`config.mk`:
```
export PLATFORM = sky130hd
export DESIGN_NAME = rbmc_mod100
export DESIGN_NICKNAME = d
export VERILOG_FILES = /design/src/rbmc_pkg.sv /design/src/rbmc_mod100.sv
export SDC_FILE = /design/constraint.sdc
export NUM_CORES = 1
export LEC_CHECK = 0
export ABC_AREA = 1
export BUFFER_PORTS_ARGS = -buffer_cell sky130_fd_sc_hd__buf_2
export CORE_ASPECT_RATIO = 0.9
export CORE_MARGIN = 2
export CORE_UTILIZATION = 55
export CTS_BUF_LIST = sky130_fd_sc_hd__clkbuf_2
export DETAILED_ROUTE_END_ITERATION = 7
export GPL_TIMING_DRIVEN = 0
export PLACE_DENSITY = 0.8
export SLEW_MARGIN = 0
export SYNTH_ARGS = -nofsm -noshare
export SYNTH_HDL_FRONTEND = slang
export SYNTH_SLANG_ARGS = --single-unit
```
`constraint.sdc`:
```
create_clock -name clk -period 5.6 [get_ports clk]
set_input_delay 0.28 -clock clk [delete_from_list [all_inputs] [get_ports clk]]
set_output_delay 0.28 -clock clk [all_outputs]
set_load 0.1 [all_outputs]
```
`src/rbmc_pkg.sv`:
```
// Shared types and constants for the maze carver.
// No dependencies; imported by the top, the mod-100 unit and the testbench.
`timescale 1ns / 1ps
package rbmc_pkg;

  localparam int DEF_MAX_WIDTH  = 64;
  localparam int DEF_MAX_HEIGHT = 64;
  localparam int RV_BITS        = 31;
  localparam int REM_BITS       = 7;
  localparam logic [7:0] MOD_BASE = 8'd100;

  typedef enum logic [1:0] {
    REQ_START = 2'd0,
    REQ_DRAW  = 2'd1,
    REQ_READ  = 2'd2,
    REQ_NOP   = 2'd3
  } req_t;

  typedef enum logic [1:0] {
    PH_IDLE  = 2'd0,
    PH_CARVE = 2'd1,
    PH_ERASE = 2'd2,
    PH_DONE  = 2'd3
  } phase_t;

  typedef enum logic [1:0] {
    CFG_WIDTH   = 2'd0,
    CFG_HEIGHT  = 2'd1,
    CFG_PERCENT = 2'd2,
    CFG_NONE    = 2'd3
  } cfg_idx_t;

  // cell word: bit0 open, bits1-4 untried dirs, bit5 linked, bits6-7 parent dir
  localparam logic [7:0] C_WALL  = 8'h00;
  localparam logic [7:0] C_OPEN  = 8'h01;
  localparam logic [7:0] C_ROOM  = 8'h1F;
  localparam logic [7:0] C_START = 8'h3F;
  localparam logic [7:0] C_LINK  = 8'h20;

  localparam logic [5:0] RST_WIDTH   = 6'd31;
  localparam logic [5:0] RST_HEIGHT  = 6'd31;
  localparam logic [6:0] RST_PERCENT = 7'd0;

  typedef struct packed {
    logic [1:0]  req_type;
    logic [30:0] random_value;
    logic [5:0]  cell_x;
    logic [5:0]  cell_y;
  } in_t;

  typedef struct packed {
    logic [1:0] phase;
    logic       cell_open;
    logic       draw_used;
  } out_t;

endpackage

```
`src/rbmc_mod100.sv`:
```
// Remainder of a 31-bit value by 100 through a reciprocal multiply.
// Uses rbmc_pkg.
`timescale 1ns / 1ps
module rbmc_mod100 (
  input  logic                   clk,
  input  logic                   rst_n,
  input  logic                   start,
  input  logic [30:0]            value,
  output logic                   done,
  output logic [6:0]             rem
);
  import rbmc_pkg::*;

  // floor(v / 100) == (v * RECIP) >> 37 for every v below 2^32
  localparam logic [31:0] RECIP   = 32'h51EB851F;
  localparam int          Q_SHIFT = 37;

  logic [RV_BITS-1:0]  val_r, val_nxt;
  logic [RV_BITS+31:0] prod_r, prod_nxt;
  logic [REM_BITS-1:0] rem_r, rem_nxt;
  logic                ld_r, mul_r, done_r;
  logic [31:0]         quo, diff;

  always_comb begin
    val_nxt  = start ? value : val_r;
    prod_nxt = (RV_BITS+32)'(val_r) * (RV_BITS+32)'(RECIP);
    quo      = 32'(prod_r[RV_BITS+31:Q_SHIFT]);
    diff     = {1'b0, val_r} - quo * 32'(MOD_BASE);
    rem_nxt  = diff[REM_BITS-1:0];
  end

  // load, multiply, subtract: start passes through ld_r, mul_r and done_r; done pulses with rem
  always_ff @(posedge clk) begin
    if (!rst_n) begin
      ld_r   <= 1'b0;
      mul_r  <= 1'b0;
      done_r <= 1'b0;
    end else begin
      ld_r   <= start;
      mul_r  <= ld_r;
      done_r <= mul_r;
    end
    val_r  <= val_nxt;
    prod_r <= prod_nxt;
    rem_r  <= rem_nxt;
  end

  assign done = done_r;
  assign rem  = rem_r;

endmodule

```
==> results of run 1 <==
worst max path at each step:
stage / start / endpoint / slack [ns] / cells after the start
floorplan: val_r[6]$_DFFE_PP_ / prod_r[37]$_DFF_P_ / -0.02 / 22
global placement: val_r[14]$_DFFE_PP_ / prod_r[41]$_DFF_P_ / -0.73 / 24
detailed placement: val_r[15]$_DFFE_PP_ / prod_r[41]$_DFF_P_ / -0.89 / 24
CTS: val_r[11]$_DFFE_PP_ / prod_r[38]$_DFF_P_ / -0.34 / 22
global route: val_r[12]$_DFFE_PP_ / prod_r[41]$_DFF_P_ / -0.57 / 25
finish: val_r[12]$_DFFE_PP_ / prod_r[39]$_DFF_P_ / -0.41 / 22
cell families (layout without fill, tap and decap cells):
family / Yosys count / count (layout) / synth area share
DFF: 46 / 46 / 0.08527
buffers and inverters: 633 / 808 / 0.1648
xor gates and xnor gates: 12 / 12 / 0.007279
and+or+nand+nor: 251 / 251 / 0.07574
AOI/OAI and AO/OA: 66 / 66 / 0.02513
adders and majority gates: 560 / 560 / 0.6418
other: 0 / 1 / 0
tightest hold or removal path: cells and delay by family:
| kind | cells | cell delay [ns] |
|---|---|---|
| buffers and inverters | 2 | 0.42 |
| AND/OR/NAND/NOR | 1 | 0.16 |
stage by stage:
step | setup TNS (ns) | hold slack, ns | utilization | cell area (sq um) | setup slack (ns)
2_1_floorplan | -0.01743 | 0.3735 | - | 14570 | -0.01743
3_3_place_gp | -3.377 | 0.3993 | 0.5866 | 15210 | -0.7261
3_5_place_dp | -3.766 | 0.4009 | 0.5866 | 15210 | -0.8880
4_1_cts | -1.600 | 0.2944 | 0.6394 | 16580 | -0.3388
5_1_grt | -2.740 | 0.2960 | 0.6537 | 16950 | -0.5744
6_report | -1.860 | 0.3042 | 0.6537 | 16950 | -0.4066
state kept, by name, indices dropped and copies added, names as in the netlist:
name    flops
prod_r      5
rem         7
val_r      31
ld_r        1
done        1
mul_r       1
metal layers:
layer  wire (um)  track usage
met1       16230       0.4016
met3        3381      0.06124
met5           0            0
met2       18810       0.5067
met4        2401       0.1611
final cells by class:
class / instances / share of cell area
Sequential cell: 46 / 0.07265
Multi-Input combinational cell: 889 / 0.6772
Clock buffer: 5 / 0.001477
Timing Repair Buffer: 167 / 0.08070
Antenna cell: 1 / 0.0001477
Buffer: 1 / 0.0004430
Tap cell: 348 / 0.02569
Inverter: 632 / 0.1403
Clock inverter: 3 / 0.001403
timing repair:
action	4_1_cts	5_1_grt
hold buffers	32	0
pin swaps	42	49
endpoints found under the setup margin	5	5
setup buffers	77	17
gates cloned	0	0
resized for setup	78	61
endpoints found under the hold margin	34	0
cells in the mapped netlist, types with 3 or more instances:
library cell and n:
fa_1 301, o21bai_1 3, nand3_2 3, ha_1 259
nor2_1 35, nor4_1 3, nand4_1 10, nor2_2 6
nor4_2 3, a21o_1 4, nand2_1 161, o21ai_0 17
xor2_1 4, a21oi_1 35, edfxtp_1 31, dfxtp_1 15
nand3_1 22, inv_1 630, xnor2_1 8
==> impl_metrics.toml, run 1 <==
[run_status]
status = "complete, but fails checks"
violations = "setup timing"

[sta]
slew_headroom = 0.3866
min_period_ns = 6.007
clock.fmax_ghz = 0.1665
rsz0062_at_grt = "yes"
tightest_slew_ns = 0.9201
skew_ns = 0.03424
hold_viol = 0
drv_slew = 0
setup_viol = 5
timing.final.ws_setup_ns = -0.4066
fin_crit_sh = 1.073

[final_layout]
final_common_cell = "inv_1"
drive_gt1_frac = 0.1635
nFillCells = 1921
instances_no_fill = 2092
layout_common_cells = "593 x inv_1, 284 x fa_1, 224 x ha_1"
multiInputGateArea_sq_um = 11480
nets = 2336
area_growth_syn_to_layout_pct = 17.37
regArea_sq_um = 1231

[yosys]
synth_area_leaders = "fa_1 42%, ha_1 22%, inv_1 16%"
yosys.area.top_type = "fa_1"
synth_cell_types = 33
synth_top_area_share = 0.4173
ys_ff_latch = 46
ys_seq_area_frac = 0.08527
yosysWarnings = 0
ys_async_sr_fraction = 0
synth-main-ff-cell = "edfxtp_1"
netlist_area_sq_um = 14440
avgSynthCellArea_sq_um = 9.208
synth_edf_count = 31
syn-num-nets = 2162
netlist_instances = 1568

[critical_path]
crit_buf_inv = 6
crit_family = "adder cells"
cp_common_cell = "fa_1"
end_kind = "flip-flop"
worstSetupPathType = "reg -> reg"
slowest_stage = "fa_2"
rr_endpoint = "prod_r[39]$_DFF_P_"
crit_arrival_ns = 6.51
r2r_cells = 22
r2r_setup_slack_ns = -0.41
path_cells = "buf_4 > buf_4 > fa_2 > ha_4 > inv_2 > fa_1 > inv_2 > fa_1 > fa_2 > fa_1 > fa_1 > inv_1 > fa_1 > inv_2 > ha_4 > nand2_4 > nor2_2 > nand3_2 > nor2_2 > nand4_1 > nand4_1 > nand2_1"
reg2reg_from = "val_r[12]$_DFFE_PP_"
crit_fanout = 3
start_kind = "flip-flop"
slowest_delay_ns = 0.58
cp.required_ns = 6.11

[detailed_routing]
drcViolationCount = 0
wl_um = 40820
drt-initial-drc-count = 877
via_count = 10858
vias_per_cell = 5.190
post_drt_wl_per_cell_um = 19.51
ant_nets = 0
first_pass_iters = 5

[cts]
clk_latency_ns = 0.58
cts.path.max_buffers = 2
cts_tree = "done"
clk_pin_slew_worst_paths_ns = 0.29
cts_sinks = 46
ctsHtreeMaxLevel = 2
numCtsBuffers = 5
cts-root-buf = "clkbuf_2"

[global_routing]
grt_pass1_vias = 12015
grt_max_degree = 33
grt_overflow = 0
grt_use_total = 0.3122
antenna_found_initial = 1
grt_pass1_wl_um = 64070

[place]
post-place-cells = 1957
io_buffers = 41
dp.final_hpwl_um = 32050
routabilityCongestion = 0.9755

[floorplan]
die_w_um = 174.8
dieArea_sq_um = 27570
initial_core_util = 0.5569
core-area_sq_um = 25920
rows = 56
die_h_um = 157.7
ios = 42

[hold_path]
hold_path_end = "ld_r$_SDFF_PN0_"
hold_path.class = "in -> reg"
worstHoldStart = "start"
whs_path_depth = 3

[job]
maxCapViolCount = 0
Power of run 1 is not shown: default switching activity piles up to over one toggle a cycle in this logic, so the estimate is an artifact.
==> run 2: changes to the inputs <==
CORE_UTILIZATION = 29   (was 55)
PLACE_DENSITY = 0.5   (was 0.8)
==> run 2 against run 1 <==
  * The run still ends with setup timing left
  * Sequential share of layout area is 0.30 points lower
  * Clock skew rose by 0.013 ns
  * Die area grew 87%
  * Non-clock buffer count up 2
  * Critical path type unchanged
  * Critical endpoint is now prod_r[40]$_DFF_P_
  * Largest cell class unchanged
  * Highest routed layer unchanged
==> impl_metrics.toml, run 2 (synthesized netlist as in run 1, its figures left out) <==
[sta]
hold_viol = 0
rsz0062_at_grt = "yes"
slew_headroom = 0.3249
skew_ns = 0.04723
tightest_slew_ns = 1.013
setup_viol = 5
min_period_ns = 5.977
fin_crit_sh = 1.067
drv_slew = 0
clock.fmax_ghz = 0.1673
hold_slack_ns = 0.2822
timing.final.ws_setup_ns = -0.3768

[floorplan]
ios = 42
die_w_um = 239.2
rows = 77
core-area_sq_um = 49130
dieArea_sq_um = 51590
die_h_um = 215.7
initial_core_util = 0.2939

[job]
maxCapViolCount = 0

[critical_path]
r2r_cells = 21
worstSetupPathType = "reg -> reg"
cp_common_cell = "fa_1"
path_cells = "buf_12 > fa_1 > fa_1 > inv_1 > fa_1 > inv_1 > fa_1 > fa_1 > fa_1 > inv_1 > fa_1 > inv_1 > ha_4 > a21oi_4 > o21ai_1 > a21oi_2 > nand2_1 > nand2_1 > nand3_1 > nand2_1 > nand2_1"
rr_endpoint = "prod_r[40]$_DFF_P_"
critPathLaunch = "val_r[20]$_DFFE_PP_"
reg2reg_from = "val_r[20]$_DFFE_PP_"
slowest_delay_ns = 0.59
slowest_stage = "edfxtp_1"
cp.required_ns = 6.12
end_kind = "flip-flop"
crit_end = "prod_r[40]$_DFF_P_"
r2r_setup_slack_ns = -0.38
crit_arrival_ns = 6.50
start_kind = "flip-flop"
crit_fanout = 5

[global_routing]
grt_overflow = 0
grt_use_total = 0.1740
grt_pass1_wl_um = 66160
grt_pass1_vias = 11470
grt_max_degree = 33
antenna_found_initial = 1

[hold_path]
hold_path.class = "in -> reg"

[detailed_routing]
drcViolationCount = 0
via_count = 10145
post_drt_wl_per_cell_um = 17.60
first_pass_iters = 5
wl_um = 41870
drt-initial-drc-count = 425
ant_nets = 0
vias_per_cell = 4.264

[final_layout]
layout_common_cells = "594 x inv_1, 275 x fa_1, 204 x ha_1"
top_register = "val_r"
design_area_sq_um = 17660
final_common_cell = "inv_1"
drive_gt1_frac = 0.1880
largest_register_ffs = 31
nets = 2338
area_growth_syn_to_layout_pct = 22.34

[cts]
clk_pin_slew_worst_paths_ns = 0.29
cts_sinks = 46
ctsHtreeMaxLevel = 2
cts-root-buf = "clkbuf_2"
cts.path.max_buffers = 2
numCtsBuffers = 5
clk_latency_ns = 0.63
cts_tree = "done"

[place]
place_area_sq_um = 15560
io_buffers = 41
dp.final_hpwl_um = 35280
routabilityCongestion = 0.8994

[run_status]
violations = "setup timing"
status = "complete, but fails checks"
## run 2: cell type report
type / instances / area [sq um]
fillers: 4983 / 31470
multi-input cells: 889 / 11740
inverters: 632 / 2379
repair buffers: 169 / 1419
flip-flops and latches: 46 / 1231
well taps: 632 / 790.8
clock inverters: 3 / 63.81
clock buffers: 5 / 25.02
plain buffers: 1 / 7.507
diodes: 2 / 5.005
## run 2: metal layers
metal	part of all wire	vias up	routed length (um)	global-route usage
met4	0.026	0	1091	0.04708
li1	-	4864	-	-
met5	0	-	0	0
met3	0.039	47	1642	0.02750
met2	0.47	135	19540	0.2822
met1	0.47	5099	19600	0.2409
## run 2: critical path, delay by kind of cell (launching register included)
family,cells,cell delay (ns)
fa+ha+maj,8,3.80
compound gates,3,0.60
flops,1,0.59
buf+inv,5,0.44
simple gates,5,0.43
## run 2: stage by stage
stage,utilization,std cells,setup WS (ns),setup TNS [ns]
finish,0.3595,2379,-0.3768,-1.710
global route,0.3595,2379,-0.5830,-2.716
CTS,0.3489,2363,-0.4113,-1.886
detailed placement,0.3168,2241,-1.079,-4.521
global placement,0.3168,2241,-1.073,-4.512
floorplan,-,1568,-0.01743,-0.01743
## run 2: how the worst min path moves through the flow
stage / startpoint / end / slack (ns) / cells past startpoint
final: start / ld_r$_SDFF_PN0_ / 0.28 / 3
after global routing: value[29] / val_r[29]$_DFFE_PP_ / 0.25 / 2
after global placement: mul_r$_SDFF_PN0_ / done$_SDFF_PN0_ / 0.40 / 2
after detailed placement: mul_r$_SDFF_PN0_ / done$_SDFF_PN0_ / 0.41 / 2
after floorplan: rst_n / done$_SDFF_PN0_ / 0.37 / 2
after CTS: value[29] / val_r[29]$_DFFE_PP_ / 0.23 / 2
## run 2: repair_timing
action / 4_1_cts / 5_1_grt
gates resized for setup: 103 / 92
pin swaps: 35 / 60
setup endpoints to repair: 5 / 5
hold endpoints to repair: 34 / 0
hold buffers: 32 / 0
setup buffers: 82 / 14
Power of run 2 is left out for the same reason.
==> run 3: changes to the inputs <==
ABC_AREA = unset   (was 1)
PLACE_DENSITY = 0.48   (was 0.5)
clock period = 7.07 ns   (was 5.6 ns; I/O delays follow)
==> run 3 against run 2 <==
  * Clock skew rose by 0.025 ns
  * Critical endpoint unchanged
  * Global-route usage decreased by 1.7 points
  * Count of clock-buffer cells in the layout did not move
  * Utilization is 2.3 points lower
  * Synthesized cell count decreased by 16%
  * Final area down 12%
  * Register-to-register slack better by 0.57 ns
  * Cell count down 13%
  * Sequential cell count unchanged
  * Sequential share of layout area up 0.91 points
  * Hold slack improved by 0.10 ns
  * The flow now finishes without violations
  * Routed wire length down 17%
==> impl_metrics.toml, run 3 <==
[yosys]
yosysMostFrequentCell = "inv_1"
netlist_instances = 1310
avgSynthCellArea_sq_um = 10.35
synth_area_leaders = "fa_1 44%, ha_1 24%, inv_1 16%"
syn-num-nets = 1904
yosys.area.top_type = "fa_1"
ys_ff_latch = 46
yosysWarnings = 0
synth_edf_count = 31
netlist_area_sq_um = 13550
ys_seq_area_frac = 0.09083
synth-main-ff-cell = "edfxtp_1"
synth_top_area_share = 0.4446
synth_cell_types = 40
ys_async_sr_fraction = 0
synth.top_cells.by_count = "575 x inv_1, 301 x fa_1, 259 x ha_1"

[sta]
setup_viol = 0
hold_viol = 0
skew_ns = 0.07196
timing.final.ws_setup_ns = 0.1932
slew_headroom = 0.4382
drv_slew = 0
min_period_ns = 6.877
hold_slack_ns = 0.3867
tightest_slew_ns = 0.8426
rsz0062_at_grt = "no"
fin_crit_sh = 0.9727
clock.fmax_ghz = 0.1454

[critical_path]
path_cells = "buf_4 > ha_1 > fa_1 > fa_1 > fa_1 > fa_1 > fa_1 > fa_1 > inv_1 > fa_1 > inv_1 > ha_1 > nand3_2 > nor2_4 > nand4_1 > nand4b_1 > a31oi_4 > a211oi_2 > xnor2_2"
end_kind = "flip-flop"
reg2reg_from = "val_r[17]$_DFFE_PP_"
worstSetupPathType = "reg -> reg"
slowest_delay_ns = 0.63
start_kind = "flip-flop"
cp_common_cell = "fa_1"
crit_fanout = 5
crit_arrival_ns = 7.33
cp.required_ns = 7.52
critPathLaunch = "val_r[17]$_DFFE_PP_"
slowest_stage = "fa_1"

[detailed_routing]
first_pass_iters = 4
wl_um = 34950
drcViolationCount = 0
vias_per_cell = 4.102
drt-initial-drc-count = 337
post_drt_wl_per_cell_um = 16.88
via_count = 8492
ant_nets = 0

[place]
dp.final_hpwl_um = 30000
io_buffers = 41
routabilityCongestion = 0.8667
post-place-cells = 1967
place_ws_ns = -0.5287

[final_layout]
top_register = "val_r"
area_growth_syn_to_layout_pct = 15.22
instances_no_fill = 2070
final_common_cell = "inv_1"
largest_register_ffs = 31
nets = 2045
layout_common_cells = "575 x inv_1, 300 x fa_1, 253 x ha_1"
drive_gt1_frac = 0.09504

[hold_path]
hold_path.class = "in -> reg"
worstHoldStart = "start"

[run_status]
status = "completed"

[cts]
cts_sinks = 46
clk_pin_slew_worst_paths_ns = 0.34
cts-root-buf = "clkbuf_2"
clk_latency_ns = 0.60
numCtsBuffers = 5
ctsHtreeMaxLevel = 2
cts_tree = "done"
cts.path.max_buffers = 2

[global_routing]
grt_overflow = 0
grt_pass1_wl_um = 56030
grt_use_total = 0.1567
grt_max_degree = 33
antenna_found_initial = 2
grt_pass1_vias = 9695

[floorplan]
die_w_um = 231.9
dieArea_sq_um = 48490
die_h_um = 209.1
core-area_sq_um = 46360
ios = 42
initial_core_util = 0.2924
rows = 75

[job]
maxCapViolCount = 0
## run 3: metal layers
metal	global-route usage	vias up	wire (um)
met5	0	-	0
met4	0.01923	0	299
met3	0.02020	13	1139
met2	0.2584	98	16560
met1	0.2255	4328	16950
li1	-	4053	-
## run 3: per-stage QoR
stage	TNS (ns)	cell area, sq um	util
finish	0	15620	0.3369
global route	0	15620	0.3368
global placement	-2.357	14530	0.3134
CTS	0	15380	0.3317
floorplan	0	13550	-
detailed placement	-2.078	14530	0.3134
## run 3: critical path, delay by kind of cell, from the launching register on
| kind | cells | cell delay [ns] |
|---|---|---|
| flops | 1 | 0.49 |
| buf+inv | 3 | 0.30 |
| simple gates | 4 | 0.85 |
| compound gates | 2 | 0.45 |
| fa+ha+maj | 9 | 4.37 |
| xor+xnor | 1 | 0.31 |
## run 3: worst paths after layout
path         slack, ns                  end  cells past startpoint
max               0.19   prod_r[40]$_DFF_P_                     19
min               0.39  val_r[24]$_DFFE_PP_                      1
max reg2reg       0.19   prod_r[40]$_DFF_P_                     19
min reg2reg       0.48     mul_r$_SDFF_PN0_                      1
## run 3: cell type report
type / instances / area, sq um
diodes: 2 / 5.005
plain buffers: 2 / 11.26
clock buffers: 5 / 25.02
clock inverters: 3 / 23.77
fillers: 4854 / 30740
inverters: 575 / 2158
multi-input cells: 687 / 10340
flip-flops and latches: 46 / 1231
well taps: 616 / 770.7
repair buffers: 134 / 1050
## run 3: logic make-up (layout without fill, tap and decap cells)
family | Yosys count | count (layout) | share of synthesized area
AO/OA/AOI/OAI | 57 | 57 | 0.03055
buffers and inverters | 577 | 719 | 0.1601
AND/OR/NAND/NOR | 41 | 41 | 0.01616
other | 0 | 2 | 0
flip-flops | 46 | 46 | 0.09083
XOR/XNOR | 29 | 29 | 0.01874
adder cells (fa/ha/maj) | 560 | 560 | 0.6837
## run 3: repair_timing
action | 4_1_cts | 5_1_grt
setup endpoints to repair | 5 | 5
resized for setup | 7 | 25
buffers inserted | 48 | 13
hold buffers | 32 | 0
endpoints found under the hold margin | 34 | 0
pin swaps | 0 | 9
Power of run 3 is left out for the same reason.
